--- src/rtl/i32cf_pkg.sv ---
// Shared types and constants for the 32-bit constant-fold ALU.
`default_nettype none
package i32cf_pkg;

    // Operand width and number of divider cells (one quotient bit per cell)
    localparam int DATA_W    = 32;
    localparam int DIV_CELLS = DATA_W;

    // Operation codes
    typedef enum logic [3:0] {
        OP_OR     = 4'd0,
        OP_AND    = 4'd1,
        OP_EQ     = 4'd2,
        OP_NE     = 4'd3,
        OP_LT     = 4'd4,
        OP_LE     = 4'd5,
        OP_GE     = 4'd6,
        OP_GT     = 4'd7,
        OP_ADD    = 4'd8,
        OP_SUB    = 4'd9,
        OP_MUL    = 4'd10,
        OP_DIV    = 4'd11,
        OP_MOD    = 4'd12,
        OP_ASSIGN = 4'd13,
        OP_NEG    = 4'd14,
        OP_NOT    = 4'd15
    } t_op;

    // Result status codes
    localparam logic [1:0] ST_FOLDED     = 2'd0;
    localparam logic [1:0] ST_PROBLEM    = 2'd1;
    localparam logic [1:0] ST_NOT_FOLDED = 2'd2;

    // Data handed from one pipeline cell to the next
    typedef struct packed {
        logic              valid;
        logic              is_div;   // quotient goes to the result
        logic              is_mod;   // remainder goes to the result
        logic              neg_q;    // quotient sign
        logic              neg_r;    // remainder sign (dividend sign)
        logic [DATA_W-1:0] value;    // result of non-divide operations
        logic [1:0]        status;
        logic [DATA_W-1:0] rem;      // partial remainder
        logic [DATA_W-1:0] dq;       // dividend bits in, quotient bits out
        logic [DATA_W-1:0] dsr;      // divisor magnitude
    } t_cell;

endpackage
`default_nettype wire

--- src/rtl/i32cf_div_cell.sv ---
// One restoring-division cell: retires one quotient bit and passes the item on.
`default_nettype none
module i32cf_div_cell (
    input  wire logic             i_clk,
    input  wire logic             i_rst_n,
    input  wire logic             i_en,
    input  wire i32cf_pkg::t_cell i_cell,
    output i32cf_pkg::t_cell      o_cell
);

    localparam int W = i32cf_pkg::DATA_W;

    i32cf_pkg::t_cell   r_cell;
    i32cf_pkg::t_cell   n_cell;
    logic [W:0]         w_part;
    logic [W+1:0]       w_diff;
    logic               w_ge;

    // Shift in the next dividend bit and trial-subtract the divisor
    assign w_part = {i_cell.rem, i_cell.dq[W-1]};
    assign w_diff = {1'b0, w_part} - {2'b00, i_cell.dsr};
    assign w_ge   = ~w_diff[W+1];

    always_comb begin
        n_cell     = i_cell;
        n_cell.rem = w_ge ? w_diff[W-1:0] : w_part[W-1:0];
        n_cell.dq  = {i_cell.dq[W-2:0], w_ge};
    end

    // Cell register
    always_ff @(posedge i_clk) begin
        if (!i_rst_n) begin
            r_cell.valid <= 1'b0;
        end else if (i_en) begin
            r_cell <= n_cell;
        end
    end

    assign o_cell = r_cell;

endmodule
`default_nettype wire

--- config.mk ---
export PLATFORM = sky130hd
export DESIGN_NAME = i32cf_div_cell
export DESIGN_NICKNAME = d
export VERILOG_FILES = /design/src/rtl/i32cf_pkg.sv /design/src/rtl/i32cf_div_cell.sv
export SDC_FILE = /design/constraint.sdc
export NUM_CORES = 1
export LEC_CHECK = 0
export BUFFER_PORTS_ARGS = -buffer_cell sky130_fd_sc_hd__buf_2
export CAP_MARGIN = 30
export CORE_MARGIN = 2
export CORE_UTILIZATION = 40
export DETAILED_ROUTE_END_ITERATION = 8
export PLACE_DENSITY = 0.71
export SYNTH_ARGS = -nofsm -noshare
export SYNTH_HDL_FRONTEND = slang
export SYNTH_SLANG_ARGS = --single-unit
--- constraint.sdc ---
create_clock -name i_clk -period 4.4 [get_ports i_clk]
set_input_delay 0.44 -clock i_clk [delete_from_list [all_inputs] [get_ports i_clk]]
set_output_delay 0.44 -clock i_clk [all_outputs]
set_load 0.01 [all_outputs]
==> results.sh <==
export IMPL_drc_errors=0
export IMPL_worstPathArrival_ps=3340
export IMPL_drive_above_1_share_pct=47.1
export IMPL_tightest_slew_ps=725
export IMPL_worstPathMaxFanout=25
export IMPL_drv_slew=0
export IMPL_detail_route_antenna_nets=0
export IMPL_final_common_cell="buf_2"
export IMPL_dp_hpwl_um=12700
export IMPL_place_gp_congestion=0.905
export IMPL_cts_resized=0
export IMPL_num_rows=47
export IMPL_routedWlPerCell_um=16.9
export IMPL_hold_viol_final=0
export IMPL_end_kind="flip-flop"
export IMPL_synth_distinct_cells=61
export IMPL_area_growth_pct=31.5
export IMPL_drt_first_pass_iters=5
export IMPL_final_nets=910
export IMPL_setup_tns_final_ps=0
export IMPL_rr_worst_depth=2
export IMPL_ys_seq_area_share_pct=61.1
export IMPL_syn_area_um2=6620
export IMPL_ir_drop_mv=0.250
export IMPL_io_buffers=272
export IMPL_drt_iter0_markers=224
export IMPL_dp_slack_ps=744
export IMPL_cts_hold_buf=0
export IMPL_synth_top_cell_by_area="edfxtp_1"
export IMPL_grt_usage_pct=18.2
export IMPL_cts_setup_buffers=0
export IMPL_clockRootBuffer="clkbuf_16"
export IMPL_grt_ovfl_total=0
export IMPL_timing_final_crit_share_pct=72.2
export IMPL_hold_worst_slack_ps=193
export IMPL_htreeDepth=4
export IMPL_layout_common_cells="272 x buf_2, 134 x edfxtp_1, 37 x inv_1"
export IMPL_rsz0062_at_grt="no"
export IMPL_min_path_type="input pin to flip-flop"
export IMPL_fmax_ghz=0.315
export IMPL_relSlewSlack_pct=51.7
export IMPL_ys_seq_elements=135
export IMPL_synth_edf_count=134
export IMPL_max_cap_violations=0
export IMPL_worstSetupStartpointType="input pin"
export IMPL_period_minus_slack_ps=3180
export IMPL_clock_sinks=135
export IMPL_syn_nets=627
export IMPL_finalClockSkew_ps=0
export IMPL_ys_async_sr_fraction_pct=0
export IMPL_wl_um=16400
export IMPL_grt_pass1_vias=4513
export IMPL_crit_required_ps=4560
export IMPL_dieArea_um2=17600
export IMPL_vias_per_cell=4.88
export IMPL_cts_tree="done"
export IMPL_min_delay_path_depth=1
export IMPL_n_antenna_cell=0
export IMPL_grt_pass1_wl_um=24200
export IMPL_grt_max_degree=85
export IMPL_start_util_pct=40.4
export IMPL_fillers=1398
export IMPL_status="finished clean"
export IMPL_path_clk_slew_ps=70
export IMPL_final_util_pct=53.1
export IMPL_r2r_end="o_cell[134]"
export IMPL_cts_buffers_inserted=17
export IMPL_syn_mean_instance_area_um2=14.5
export IMPL_num_io_pins=273
export IMPL_setup_viol=0
export IMPL_reg2reg_slack_ps=3790
export IMPL_clock_latency_ps=410
export IMPL_yosysWarnings=0
export IMPL_synth_area_top_cells="edfxtp_1 61%, mux2_4 6.1%, ha_1 6.0%, inv_1 2.1%, a21oi_1 2.0%"
export IMPL_min_to="o_cell[103]"
export IMPL_num_vias=4742
export IMPL_synth_top_area_share_pct=60.7
export IMPL_hold_start="i_cell[103]"
export IMPL_die_w_um=133
export IMPL_largest_register_ffs=135
export IMPL_r2r_start="o_cell[134]"
export IMPL_synthFlopType="edfxtp_1"
export IMPL_antenna_found_initial=3
export IMPL_postSynthCellCount=456
export IMPL_core_area_um2=16400
export IMPL_path_class="input pin to flip-flop"
export IMPL_setup_slack_ps=1220
export IMPL_powerDensity_nw_per_um2=421
export IMPL_p_leak_nw=3.87
export IMPL_clock_path_buffers=2
export IMPL_fp_dieH_um=133
-- metal layers --
metal  up-vias  wire length, µm  track usage [%]
met4         6              257             6.27
met3        24             1150             6.44
met2       186             8610             32.9
met5         -               48                0
li1       2306                -                -
met1      2220             6370             19.7
-- power by group --
part	switching (mW)	internal [mW]
clock	0.620	0.815
combinational	0.350	0.318
sequential	0.0238	1.54
total	0.993	2.67
-- worst max path at each step --
stage	startpoint	slack [ps]	depth (start not counted)	endpoint
global placement	i_cell[63]	810	13	o_cell[92]
CTS	i_cell[63]	1200	13	o_cell[92]
global route	i_cell[63]	990	13	o_cell[92]
floorplan	i_en	380	1	o_cell[0]
finish	i_cell[21]	1220	11	o_cell[65]
detailed placement	i_cell[63]	740	13	o_cell[92]
-- cells in the mapped netlist (3+ instances only) --
library cell	instances
a31oi_1	3
nand4_1	4
buf_12	4
nor2_1	15
nand3_1	5
o211ai_1	4
and3_1	5
a21o_1	8
nor3_1	4
nand2_1	26
nor2b_1	5
o31ai_1	4
o21ai_0	13
a211oi_1	5
xnor2_1	15
and2_1	4
inv_1	37
ha_1	32
edfxtp_1	134
a21boi_0	3
a21oi_1	27
o21a_1	6
o21bai_1	4
xor2_1	9
and3_2	3
mux2i_1	4
mux2_4	27
-- metrics by stage --
step,instances,total power [mW],cell area [µm²]
2_1_floorplan,456,2.05,6620
3_3_place_gp,940,2.25,8110
3_5_place_dp,940,2.26,8110
4_1_cts,972,3.70,8710
5_1_grt,972,3.82,8710
6_report,972,3.67,8710
-- logic make-up (layout without fill, tap and decap cells) --
group,count (synthesis),after routing,share of synthesized area (%)
DFF,135,135,61.1
AOI/OAI and AO/OA,98,98,10.6
and+or+nand+nor,86,86,6.78
buffers and inverters,47,343,4.95
adders and majority gates,33,33,6.35
muxes,33,33,7.06
xor gates and xnor gates,24,24,3.17
-- cell type report --
type | count | area [µm²] | share of cell area (%)
Clock inverter | 15 | 174 | 2.00
Inverter | 37 | 139 | 1.59
Multi-Input combinational cell | 274 | 2250 | 25.9
Tap cell | 220 | 275 | 3.16
Clock buffer | 17 | 425 | 4.88
Timing Repair Buffer | 274 | 1400 | 16.1
Sequential cell | 135 | 4040 | 46.4
-- worst max-delay path, cell delays in order --
cell and delay, ps:
buf_2 80, inv_1 40, ha_1 450, and3_1 350, nand3_2 110, or4_4 570
o21bai_4 140, a21oi_2 80, a31oi_4 400, buf_12 300, mux2_2 360
Note: power is estimated with default switching activity, not from simulation.
