File: src/rtl/i32cf_pkg.sv
// Shared types and constants for the 32-bit constant-fold ALU.
`default_nettype none
package i32cf_pkg;

    // Operand width and number of divider cells (one quotient bit per cell)
    localparam int DATA_W    = 32;
    localparam int DIV_CELLS = DATA_W;

    // Operation codes
    typedef enum logic [3:0] {
        OP_OR     = 4'd0,
        OP_AND    = 4'd1,
        OP_EQ     = 4'd2,
        OP_NE     = 4'd3,
        OP_LT     = 4'd4,
        OP_LE     = 4'd5,
        OP_GE     = 4'd6,
        OP_GT     = 4'd7,
        OP_ADD    = 4'd8,
        OP_SUB    = 4'd9,
        OP_MUL    = 4'd10,
        OP_DIV    = 4'd11,
        OP_MOD    = 4'd12,
        OP_ASSIGN = 4'd13,
        OP_NEG    = 4'd14,
        OP_NOT    = 4'd15
    } t_op;

    // Result status codes
    localparam logic [1:0] ST_FOLDED     = 2'd0;
    localparam logic [1:0] ST_PROBLEM    = 2'd1;
    localparam logic [1:0] ST_NOT_FOLDED = 2'd2;

    // Data handed from one pipeline cell to the next
    typedef struct packed {
        logic              valid;
        logic              is_div;   // quotient goes to the result
        logic              is_mod;   // remainder goes to the result
        logic              neg_q;    // quotient sign
        logic              neg_r;    // remainder sign (dividend sign)
        logic [DATA_W-1:0] value;    // result of non-divide operations
        logic [1:0]        status;
        logic [DATA_W-1:0] rem;      // partial remainder
        logic [DATA_W-1:0] dq;       // dividend bits in, quotient bits out
        logic [DATA_W-1:0] dsr;      // divisor magnitude
    } t_cell;

endpackage
`default_nettype wire

File: src/rtl/i32cf_if.sv
// Request and response channel interfaces of the constant-fold ALU.
`default_nettype none


interface i32cf_rsp_if;
    logic                           valid;
    logic                           ready;
    logic signed [i32cf_pkg::DATA_W-1:0] result_value;
    logic [1:0]                     status;

    modport source (output valid, result_value, status, input ready);
    modport sink   (input valid, result_value, status, output ready);
endinterface
`default_nettype wire

File: src/rtl/i32cf_out_fifo.sv
// Two-entry output buffer that decouples the pipeline from the response channel.
`default_nettype none
module i32cf_out_fifo (
    input  wire logic                          i_clk,
    input  wire logic                          i_rst_n,
    input  wire logic                          i_push,
    input  wire logic [i32cf_pkg::DATA_W-1:0]  i_value,
    input  wire logic [1:0]                    i_status,
    output logic                               o_space,
    i32cf_rsp_if.source                        o_rsp
);

    logic [i32cf_pkg::DATA_W-1:0] r_value [2];
    logic [1:0]                   r_status [2];
    logic                         r_wr_ptr;
    logic                         r_rd_ptr;
    logic [1:0]                   r_count;
    logic                         w_pop;

    assign w_pop   = o_rsp.valid && o_rsp.ready;
    assign o_space = (r_count != 2'd2);

    // Storage
    always_ff @(posedge i_clk) begin
        if (i_push) begin
            r_value[r_wr_ptr]  <= i_value;
            r_status[r_wr_ptr] <= i_status;
        end
    end

    // Pointers and fill count
    always_ff @(posedge i_clk) begin
        if (!i_rst_n) begin
            r_wr_ptr <= 1'b0;
            r_rd_ptr <= 1'b0;
            r_count  <= 2'd0;
        end else begin
            if (i_push) begin
                r_wr_ptr <= ~r_wr_ptr;
            end
            if (w_pop) begin
                r_rd_ptr <= ~r_rd_ptr;
            end
            case ({i_push, w_pop})
                2'b10:   r_count <= r_count + 2'd1;
                2'b01:   r_count <= r_count - 2'd1;
                default: r_count <= r_count;
            endcase
        end
    end

    assign o_rsp.valid        = (r_count != 2'd0);
    assign o_rsp.result_value = r_value[r_rd_ptr];
    assign o_rsp.status       = r_status[r_rd_ptr];

endmodule
`default_nettype wire

File: src/flat_wrapper.sv
// flat-port wrapper written by rule: the top's interface ports become plain ports
module i32cf_out_fifo_flat 
  (i_clk, i_rst_n, i_push, i_value, i_status, o_space, o_rsp_valid, o_rsp_result_value, o_rsp_status, o_rsp_ready);
  i32cf_rsp_if o_rsp_i ();
  input  wire logic i_clk;
  input  wire logic i_rst_n;
  input  wire logic i_push;
  input  wire logic [i32cf_pkg::DATA_W-1:0] i_value;
  input  wire logic [1:0] i_status;
  output logic o_space;
  output wire logic [$bits(o_rsp_i.valid)-1:0] o_rsp_valid;
  output wire logic [$bits(o_rsp_i.result_value)-1:0] o_rsp_result_value;
  output wire logic [$bits(o_rsp_i.status)-1:0] o_rsp_status;
  input wire logic [$bits(o_rsp_i.ready)-1:0] o_rsp_ready;
  assign o_rsp_valid = o_rsp_i.valid;
  assign o_rsp_result_value = o_rsp_i.result_value;
  assign o_rsp_status = o_rsp_i.status;
  assign o_rsp_i.ready = o_rsp_ready;
  i32cf_out_fifo u_core (.i_clk(i_clk), .i_rst_n(i_rst_n), .i_push(i_push), .i_value(i_value), .i_status(i_status), .o_space(o_space), .o_rsp(o_rsp_i));
endmodule
File: config.mk
export PLATFORM = sky130hd
export DESIGN_NAME = i32cf_out_fifo_flat
export DESIGN_NICKNAME = d
export VERILOG_FILES = /design/src/rtl/i32cf_pkg.sv /design/src/rtl/i32cf_if.sv /design/src/rtl/i32cf_out_fifo.sv /design/src/flat_wrapper.sv
export SDC_FILE = /design/constraint.sdc
export NUM_CORES = 1
export LEC_CHECK = 0
export ABC_AREA = 1
export BUFFER_PORTS_ARGS = -buffer_cell sky130_fd_sc_hd__buf_4
export CORE_MARGIN = 2
export CORE_UTILIZATION = 50
export CTS_CLUSTER_DIAMETER = 30
export DETAILED_ROUTE_END_ITERATION = 7
export PLACE_DENSITY = 0.79
export SLEW_MARGIN = 0
export SYNTH_ARGS = -nofsm -noshare
export SYNTH_HDL_FRONTEND = slang
export SYNTH_SLANG_ARGS = --single-unit
File: constraint.sdc
create_clock -name i_clk -period 3.3 [get_ports i_clk]
set_input_delay 0.66 -clock i_clk [delete_from_list [all_inputs] [get_ports i_clk]]
set_output_delay 0.66 -clock i_clk [all_outputs]
set_load 0.1 [all_outputs]
==> metrics.yaml <==
sta:
  fmax_ghz: 0.402
  skew_ns: 0.00614
  final.setup.tns_ns: 0
  worst_slew_pin_slew_ns: 0.977
  setup_violations: 0
  slew_viol_final: 0
  finalHoldViolCount: 0
  relSlewSlack_pct: 34.7
  rsz0062_at_grt: "false"
  min_period_over_period_pct: 75.4
  final.min_clock_period_ns: 2.49
critical_path:
  end_kind: "output port"
  r2r_cells: 1
  crit_buf_inv: 2
  rr_startpoint: "u_core.r_wr_ptr$_SDFFE_PN0P_"
  crit_fanout: 21
  max_stage_delay_ns: 0.62
  critPathRequiredTime_ns: 2.64
  arrival_ns: 1.83
  r2r_slack_ns: 1.79
  critPathKind: "flip-flop to output port"
  cp_slowest_cell: "dfxtp_2"
  cp_top_family: "flip-flops"
  r2r_end: "u_core.r_value[0][3]$_DFFE_PP_"
  path_cells: "buf_12 -> mux2_2 -> buf_4"
  critPathLaunchType: "flip-flop"
floorplan:
  coreArea_sq_um: 5510
  pin_count: 74
  dieWidth_um: 79.4
  chipHeight_um: 79.4
  rows: 27
  start_util_pct: 51.6
  die_area_sq_um: 6310
routing:
  firstDrtPassIters: 4
  drt-initial-drc-count: 88
  viasPerCell: 4.71
  drtAntennaViolNets: 0
  drt_drc_violations_left: 0
  vias: 1419
  routedWlPerCell_um: 15.2
  drt_wl_total_um: 4560
grt:
  antenna_found_initial: 0
  grt_pass1_wl_um: 6870
  grt_pass1_vias: 1408
  grt.total_usage_pct: 15.6
  grt_max_degree: 35
  grt_overflow: 0
power_and_ir_drop:
  p_per_area_nw_per_um2: 717
  p_leak_uw: 0.00148
  irDropWorstVdd_v: 0.000546
synthesis:
  yosysSeqAreaShare_pct: 75.3
  synth.avg_cell_area_sq_um: 20.0
  syn_area_sq_um: 2840
  ys_types: 15
  syn_nets: 181
  yosys_warnings: 0
  ys_seq_elements: 73
  syn-instance-count: 142
cells_and_area:
  final_common_cell: "buf_4"
  mostFrequentLayoutCells: "buf_4 (74), edfxtp_1 (68), mux2_4 (30)"
  syn2layout_area_growth_pct: 29.4
  nNetsFinal: 263
  antenna_cells: 0
  fin_area_sq_um: 3680
  drive_gt1_share_pct: 54.6
clock_tree:
  numCtsBuffers: 9
  cts_tree: "yes"
  ctsHoldBuffers: 0
  clkSlewWorstSetupHoldPaths_ns: 0.07
  ctsResizeCount: 0
  insertion_delay_ns: 0.34
  cts_setup_buffers: 0
  root_buffer: "clkbuf_8"
  cts_sinks: 73
  htreeDepth: 3
  clk_path_buf_depth: 2
placement:
  numPortBuffers: 73
  globalplace.congestion: 0.654
  hpwlAfterDp_um: 3070
  placed_area_sq_um: 3450
outcome:
  status: "complete, no violations"
run:
  drv_cap: 0
min_path:
  hold_depth: 2
  worstHoldStart: "u_core.r_rd_ptr$_SDFFE_PN0P_"
  hp-class: "flip-flop to flip-flop"
-- Yosys cell counts --
master | count | share of area [%]
edfxtp_1 | 68 | 72
mux2_4 | 30 | 16
nor2_1 | 10 | 1.3
nand2_1 | 9 | 1.2
inv_1 | 6 | 0.79
dfxtp_1 | 5 | 3.5
mux2_2 | 4 | 1.6
buf_12 | 3 | 2.1
a21oi_1 | 1 | 0.18
buf_6 | 1 | 0.40
ha_1 | 1 | 0.44
nand3_1 | 1 | 0.18
nand4_1 | 1 | 0.22
o21a_1 | 1 | 0.26
o21ai_0 | 1 | 0.18
-- logic make-up (layout without fill, tap and decap cells) --
group / after synthesis / in the layout / synth area share (%)
AOI/OAI and AO/OA: 3 / 3 / 0.616
adders and majority gates: 1 / 1 / 0.440
buffers and inverters: 10 / 97 / 3.30
DFF: 73 / 73 / 75.3
muxes: 34 / 34 / 17.4
and+or+nand+nor: 21 / 21 / 2.90
-- registers in the layout, indices dropped and copies added (netlist names), named ones only --
name,count
u_core.r_rd_ptr,1
u_core.r_value,64
u_core.r_status,4
u_core.r_count,2
u_core.r_wr_ptr,1
-- cell type report --
class / count / area (sq um)
sequential: 73 / 2140
inverter: 6 / 22.5
tap: 72 / 90.1
fill: 391 / 1830
multi-input combinational: 59 / 616
timing repair buffer: 75 / 576
clock buffer: 10 / 128
clock inverter: 6 / 106
-- power breakdown --
group / internal (uW) / total (uW) / switching (uW)
combinational: 201 / 729 / 529
clock: 498 / 808 / 310
sequential: 1070 / 1100 / 29.8
-- worst max-delay path by stage --
stage	to	cells after the start	from	slack (ns)
after CTS	o_rsp_result_value[29]	3	flip-flop	0.77
after global routing	o_rsp_result_value[29]	3	flip-flop	0.72
final	o_rsp_result_value[29]	3	flip-flop	0.81
after detailed placement	o_rsp_result_value[29]	3	flip-flop	1.15
after global placement	o_rsp_result_value[29]	3	flip-flop	1.18
after floorplan	u_core.r_status[0][0]$_DFFE_PP_	2	i_push	0.73
-- routing by layer --
| metal | up-vias | global-route usage [%] | wire (um) |
|---|---|---|---|
| met4 | 0 | 7.76 | 75 |
| met5 | - | 0 | 0 |
| li1 | 694 | - | - |
| met3 | 6 | 6.79 | 316 |
| met2 | 48 | 26.3 | 2430 |
| met1 | 671 | 16.8 | 1740 |
-- metrics by stage --
| step | setup slack [ns] | hold WS (ns) | power, uW | cells | util (%) |
|---|---|---|---|---|---|
| floorplan | 0.726 | 0.451 | 1730 | 142 | - |
| global placement | 1.18 | 0.470 | 1850 | 285 | 62.6 |
| detailed placement | 1.15 | 0.468 | 1860 | 285 | 62.6 |
| CTS | 0.772 | 0.479 | 2660 | 301 | 66.8 |
| global route | 0.723 | 0.468 | 2720 | 301 | 66.8 |
| finish | 0.812 | 0.491 | 2640 | 301 | 66.8 |
Note: power is estimated with default switching activity, not from simulation.
