==> config.mk <==
export PLATFORM = sky130hd
export DESIGN_NAME = i32cf_prep
export DESIGN_NICKNAME = d
export VERILOG_FILES = /design/src/rtl/i32cf_pkg.sv /design/src/rtl/i32cf_prep.sv
export SDC_FILE = /design/constraint.sdc
export NUM_CORES = 2
export LEC_CHECK = 0
export ABC_AREA = 1
export BUFFER_PORTS_ARGS = -buffer_cell sky130_fd_sc_hd__buf_2
export CAP_MARGIN = 0
export CORE_MARGIN = 10
export CORE_UTILIZATION = 62
export CTS_BUF_LIST = sky130_fd_sc_hd__clkbuf_4
export DETAILED_ROUTE_END_ITERATION = 12
export GPL_TIMING_DRIVEN = 0
export PLACE_DENSITY = 0.79
export SYNTH_ARGS = -nofsm -noshare
export SYNTH_HDL_FRONTEND = slang
export SYNTH_SLANG_ARGS = --single-unit
==> constraint.sdc <==
create_clock -name i_clk -period 11.2 [get_ports i_clk]
set_input_delay 2.24 -clock i_clk [delete_from_list [all_inputs] [get_ports i_clk]]
set_output_delay 2.24 -clock i_clk [all_outputs]
set_load 0.02 [all_outputs]
==> src/rtl/i32cf_pkg.sv <==
// Shared types and constants for the 32-bit constant-fold ALU.
`default_nettype none
package i32cf_pkg;

    // Operand width and number of divider cells (one quotient bit per cell)
    localparam int DATA_W    = 32;
    localparam int DIV_CELLS = DATA_W;

    // Operation codes
    typedef enum logic [3:0] {
        OP_OR     = 4'd0,
        OP_AND    = 4'd1,
        OP_EQ     = 4'd2,
        OP_NE     = 4'd3,
        OP_LT     = 4'd4,
        OP_LE     = 4'd5,
        OP_GE     = 4'd6,
        OP_GT     = 4'd7,
        OP_ADD    = 4'd8,
        OP_SUB    = 4'd9,
        OP_MUL    = 4'd10,
        OP_DIV    = 4'd11,
        OP_MOD    = 4'd12,
        OP_ASSIGN = 4'd13,
        OP_NEG    = 4'd14,
        OP_NOT    = 4'd15
    } t_op;

    // Result status codes
    localparam logic [1:0] ST_FOLDED     = 2'd0;
    localparam logic [1:0] ST_PROBLEM    = 2'd1;
    localparam logic [1:0] ST_NOT_FOLDED = 2'd2;

    // Data handed from one pipeline cell to the next
    typedef struct packed {
        logic              valid;
        logic              is_div;   // quotient goes to the result
        logic              is_mod;   // remainder goes to the result
        logic              neg_q;    // quotient sign
        logic              neg_r;    // remainder sign (dividend sign)
        logic [DATA_W-1:0] value;    // result of non-divide operations
        logic [1:0]        status;
        logic [DATA_W-1:0] rem;      // partial remainder
        logic [DATA_W-1:0] dq;       // dividend bits in, quotient bits out
        logic [DATA_W-1:0] dsr;      // divisor magnitude
    } t_cell;

endpackage
`default_nettype wire

==> src/rtl/i32cf_prep.sv <==
// Entry stage: evaluates all non-divide operations and sets up the divider.
`default_nettype none
module i32cf_prep (
    input  wire logic                          i_clk,
    input  wire logic                          i_rst_n,
    input  wire logic                          i_en,
    input  wire logic                          i_valid,
    input  wire logic [3:0]                    i_op,
    input  wire logic [i32cf_pkg::DATA_W-1:0]  i_a,
    input  wire logic [i32cf_pkg::DATA_W-1:0]  i_b,
    output i32cf_pkg::t_cell                   o_cell
);

    localparam logic [i32cf_pkg::DATA_W-1:0] ONE  = i32cf_pkg::DATA_W'(1);
    localparam logic [i32cf_pkg::DATA_W-1:0] ZERO = '0;
    localparam logic [i32cf_pkg::DATA_W-1:0] MIN_VAL = {1'b1, {(i32cf_pkg::DATA_W-1){1'b0}}};

    i32cf_pkg::t_cell                 r_cell;
    i32cf_pkg::t_cell                 n_cell;
    i32cf_pkg::t_op                   w_op;
    logic [i32cf_pkg::DATA_W-1:0]     w_prod;
    logic                             w_a_nz;
    logic                             w_b_nz;
    logic                             w_lt;
    logic                             w_eq;

    assign w_op   = i32cf_pkg::t_op'(i_op);
    assign w_prod = i_a * i_b;   // low word of the product
    assign w_a_nz = (i_a != ZERO);
    assign w_b_nz = (i_b != ZERO);
    assign w_lt   = ($signed(i_a) < $signed(i_b));
    assign w_eq   = (i_a == i_b);

    // Operation select and divider setup
    always_comb begin
        n_cell        = '0;
        n_cell.valid  = i_valid;
        n_cell.status = i32cf_pkg::ST_FOLDED;
        n_cell.neg_q  = i_a[i32cf_pkg::DATA_W-1] ^ i_b[i32cf_pkg::DATA_W-1];
        n_cell.neg_r  = i_a[i32cf_pkg::DATA_W-1];
        n_cell.dq     = i_a[i32cf_pkg::DATA_W-1] ? (ZERO - i_a) : i_a;
        n_cell.dsr    = i_b[i32cf_pkg::DATA_W-1] ? (ZERO - i_b) : i_b;
        n_cell.rem    = ZERO;
        case (w_op)
            i32cf_pkg::OP_OR:  n_cell.value = (w_a_nz || w_b_nz) ? ONE : ZERO;
            i32cf_pkg::OP_AND: n_cell.value = (w_a_nz && w_b_nz) ? ONE : ZERO;
            i32cf_pkg::OP_EQ:  n_cell.value = w_eq ? ONE : ZERO;
            i32cf_pkg::OP_NE:  n_cell.value = w_eq ? ZERO : ONE;
            i32cf_pkg::OP_LT:  n_cell.value = w_lt ? ONE : ZERO;
            i32cf_pkg::OP_LE:  n_cell.value = (w_lt || w_eq) ? ONE : ZERO;
            i32cf_pkg::OP_GE:  n_cell.value = w_lt ? ZERO : ONE;
            i32cf_pkg::OP_GT:  n_cell.value = (w_lt || w_eq) ? ZERO : ONE;
            i32cf_pkg::OP_ADD: n_cell.value = i_a + i_b;
            i32cf_pkg::OP_SUB: n_cell.value = i_a - i_b;
            i32cf_pkg::OP_MUL: n_cell.value = w_prod;
            i32cf_pkg::OP_DIV: begin
                if (w_b_nz) begin
                    n_cell.is_div = 1'b1;
                end else begin
                    n_cell.status = i32cf_pkg::ST_PROBLEM;
                end
            end
            i32cf_pkg::OP_MOD: begin
                if (w_b_nz) begin
                    n_cell.is_mod = 1'b1;
                end else begin
                    n_cell.status = i32cf_pkg::ST_PROBLEM;
                end
            end
            i32cf_pkg::OP_ASSIGN: n_cell.status = i32cf_pkg::ST_NOT_FOLDED;
            i32cf_pkg::OP_NEG: begin
                if (i_a == MIN_VAL) begin
                    n_cell.status = i32cf_pkg::ST_PROBLEM;
                end else begin
                    n_cell.value = ZERO - i_a;
                end
            end
            i32cf_pkg::OP_NOT: n_cell.value = w_a_nz ? ZERO : ONE;
            default:           n_cell.status = i32cf_pkg::ST_NOT_FOLDED;
        endcase
    end

    // Stage register
    always_ff @(posedge i_clk) begin
        if (!i_rst_n) begin
            r_cell.valid <= 1'b0;
        end else if (i_en) begin
            r_cell <= n_cell;
        end
    end

    assign o_cell = r_cell;

endmodule
`default_nettype wire

==> impl_results.md <==
- Status: completed
- Final Setup Violations: 0
- Total grt overflow: 0
- Post-synthesis register bit count: 103
- Post_cts resized: 0
- Asr flop ratio synth: 0%
- Top Ports: between 200 and 250
- Count of cell types in the netlist: just under 60
- Sequential area share after synthesis: a little under an eighth
- Hold path depth: 2
- Final Hold Fails: 0
- RSZ-0062 raised after global routing: no
- Post-CTS Hold Buffers: 0
- Port bufs: 174
- Max_cap viols: 0
- Clk root buf: clkbuf_4
- Hold Path End: o_cell[134]$_SDFFE_PN0P_
- Top cells by area, synth: fa_1, inv_1, nand2_1, edfxtp_1, ha_1
- GR Util All Layers: about 42%
- Tcrit/Tclk final: 95.4%
- Mapped Avg Cell Area: 7.34 um^2
- Final Skew: 0 ns
- Antenna violations before repair: 3
- CORE AREA: 42200 um^2
- Syn-to-layout area delta: 6.84%
- First-pass GRT wire length: 159 mm
- Final max-slew violation count: 0
- Worst Setup Start Kind: input port
- Crit end category: register
- First DRT Iteration DRCs: just under 4000
- NumNets Final: roughly 4500
- FF-to-FF Start: o_cell[134]$_SDFFE_PN0P_
- Clock Tree Buf Depth: 2
- Vias post-DR: ~26000
- Syn Inst Count: approximately 3600
- Reg clk slew, reported paths: ~0.19 ns
- Layout cell share with drive strength beyond 1: 8.95%
- Setup_tns: 0 ns
- Initial core utilization: a little over three fifths
- Slew HR: 19.0%
- Final hold slack: 0.555 ns
- HP Class: register to register
- Critical Path AT: 10.99 ns
- Placer Congestion: approximately 1.1
- Top FF cell, synth: edfxtp_1
- Critical Path Fanout Max: 11
- Worst-skew pair later-pin latency: roughly 0.58 ns
- Leading area contributor after synthesis: fa_1
- Drc violations: 0
- Number of vias per cell: a little under 6
- Vias in the first global route: about 25000
- CTS buffer count: 9
- Final WL: 108 mm
- RR Endpoint: o_cell[134]$_SDFFE_PN0P_
- DP Wirelength: around 91 mm
- H-tree depth: 3
- Die area: about 52000 um^2
- Antenna viol nets, final: 0
- CTS tree: done
- Critical path class: input port to register
- Number of fillers in the final layout: between 3000 and 4000
- Clk sinks: roughly 100
- DIE HEIGHT: 227 um
- WL/cell: between 20 and 25 um
- Post-synth EDFFs: between 100 and 150
- Postcts setup bufs: 0
- Minimum clock period: 10.69 ns
- Cells on worst reg2reg path: 2
- Max Freq: ~94 MHz
- Worst Tran Pin Value: around 1.2 ns
- Top cell type's share of synthesized area: between 30% and 40%
- Synthesis warning total: 0
- Number of flip-flops in the largest register: just over 100
- Hold wc startpoint: o_cell[134]$_SDFFE_PN0P_
- Die X: around 230 um
- Detailed Routing Iterations Pass 1: 6
- Largest net degree at the start of global routing: slightly above 60
- R2r setup slk: 10.57 ns
- Mapped Area: roughly 27000 um^2
- # rows: between 70 and 80
- Required @ worst endpoint: around 12 ns
cell type report:
class | count | area [um^2] | area share (%)
Antenna cell | 3 | 7.51 | 0.0263
Buffer | 197 | 942 | 3.31
Clock buffer | 9 | 67.6 | 0.237
Clock inverter | 7 | 57.6 | 0.202
Inverter | 935 | 3510 | 12.3
Multi-Input combinational cell | 2430 | 19300 | 67.6
Sequential cell | 103 | 3080 | 10.8
Tap cell | 539 | 674 | 2.37
Timing Repair Buffer | 175 | 898 | 3.15
critical path: stages:
cell      delay [ns]
buf_2           0.29
clkbuf_1        0.86
clkbuf_1        0.84
nand2_1         0.16
fa_1            0.39
inv_1           0.07
fa_1            0.40
inv_1           0.09
fa_1            0.44
fa_1            0.50
fa_1            0.54
inv_1           0.05
fa_1            0.45
fa_1            0.59
fa_1            0.47
ha_1            0.36
a21oi_1         0.30
o21ai_0         0.26
a211oi_1        0.46
o221ai_1        0.35
o21ai_0         0.59
nand4_1         0.24
through the flow:
step | utilization (%) | setup slack, ns | area [um^2] | cells
global route | 67.5 | 0.420 | 28500 | 4395
global placement | 67.1 | 0.358 | 28300 | 4378
finish | 67.5 | 0.510 | 28500 | 4398
floorplan | - | 2.47 | 26800 | 3665
detailed placement | 67.2 | 0.268 | 28400 | 4379
CTS | 67.5 | 0.897 | 28500 | 4395
synthesized netlist by cell type, types with 3 or more instances:
master and count:
a211oi_1 4, a21boi_0 11, a21o_1 12, a21oi_1 128, a21oi_2 4, a221oi_1 5, a31oi_1 5, buf_1 28
buf_2 43, buf_4 33, buf_6 3, clkbuf_1 88, clkinv_1 3, edfxtp_1 102, fa_1 410, ha_1 188
inv_1 915, inv_2 17, nand2_1 862, nand2_2 7, nand3_1 139, nand4_1 58, nor2_1 178, nor2_2 7
nor2_4 4, nor3_1 35, nor3_2 7, nor4_1 9, o2111ai_1 9, o211ai_1 6, o21ai_0 133, o21ai_1 14
o21bai_1 15, or2_1 4, or2_2 20, xnor2_1 32, xor2_1 68
per-layer routing:
metal	vias up	GRT usage (%)	part of all wire, %
li1	11300	-	-
met1	12200	56.3	37
met2	2133	59.2	40
met3	401	15.6	16
met4	8	22.3	6.4
met5	-	0	0.10
logic make-up after synthesis:
group                      synth area share, %
other                                   0.0141
xor gates and xnor gates                  3.28
AOI/OAI and AO/OA                         7.82
and+or+nand+nor                           21.0
DFF                                       11.6
adders and majority gates                 39.6
buffers and inverters                     16.7
worst max path at each step:
| stage | from | end | cells past startpoint | slack [ns] |
|---|---|---|---|---|
| 2_1_floorplan | i_a[12] | o_cell[122]$_DFFE_PP_ | 26 | 2.47 |
| 3_3_place_gp | i_a[12] | o_cell[127]$_DFFE_PP_ | 23 | 0.36 |
| 3_5_place_dp | i_a[12] | o_cell[127]$_DFFE_PP_ | 23 | 0.27 |
| 4_1_cts | i_a[12] | o_cell[127]$_DFFE_PP_ | 23 | 0.90 |
| 5_1_grt | i_a[12] | o_cell[125]$_DFFE_PP_ | 27 | 0.42 |
| 6_report | i_a[4] | o_cell[127]$_DFFE_PP_ | 22 | 0.51 |
cell usage in the layout (no fill, tap or decap), types with 14 or more instances in the layout:
| cell type | n |
|---|---|
| a21oi_1 | 128 |
| buf_1 | 28 |
| buf_2 | 217 |
| buf_4 | 33 |
| clkbuf_1 | 88 |
| conb_1 | 32 |
| edfxtp_1 | 102 |
| fa_1 | 410 |
| ha_1 | 188 |
| inv_1 | 914 |
| inv_2 | 17 |
| nand2_1 | 862 |
| nand3_1 | 139 |
| nand4_1 | 58 |
| nor2_1 | 178 |
| nor3_1 | 35 |
| o21ai_0 | 133 |
| o21ai_1 | 14 |
| o21bai_1 | 15 |
| or2_2 | 20 |
| xnor2_1 | 32 |
| xor2_1 | 68 |
Power is not shown: default switching activity piles up to over one toggle a cycle in this logic, so the estimate is an artifact.
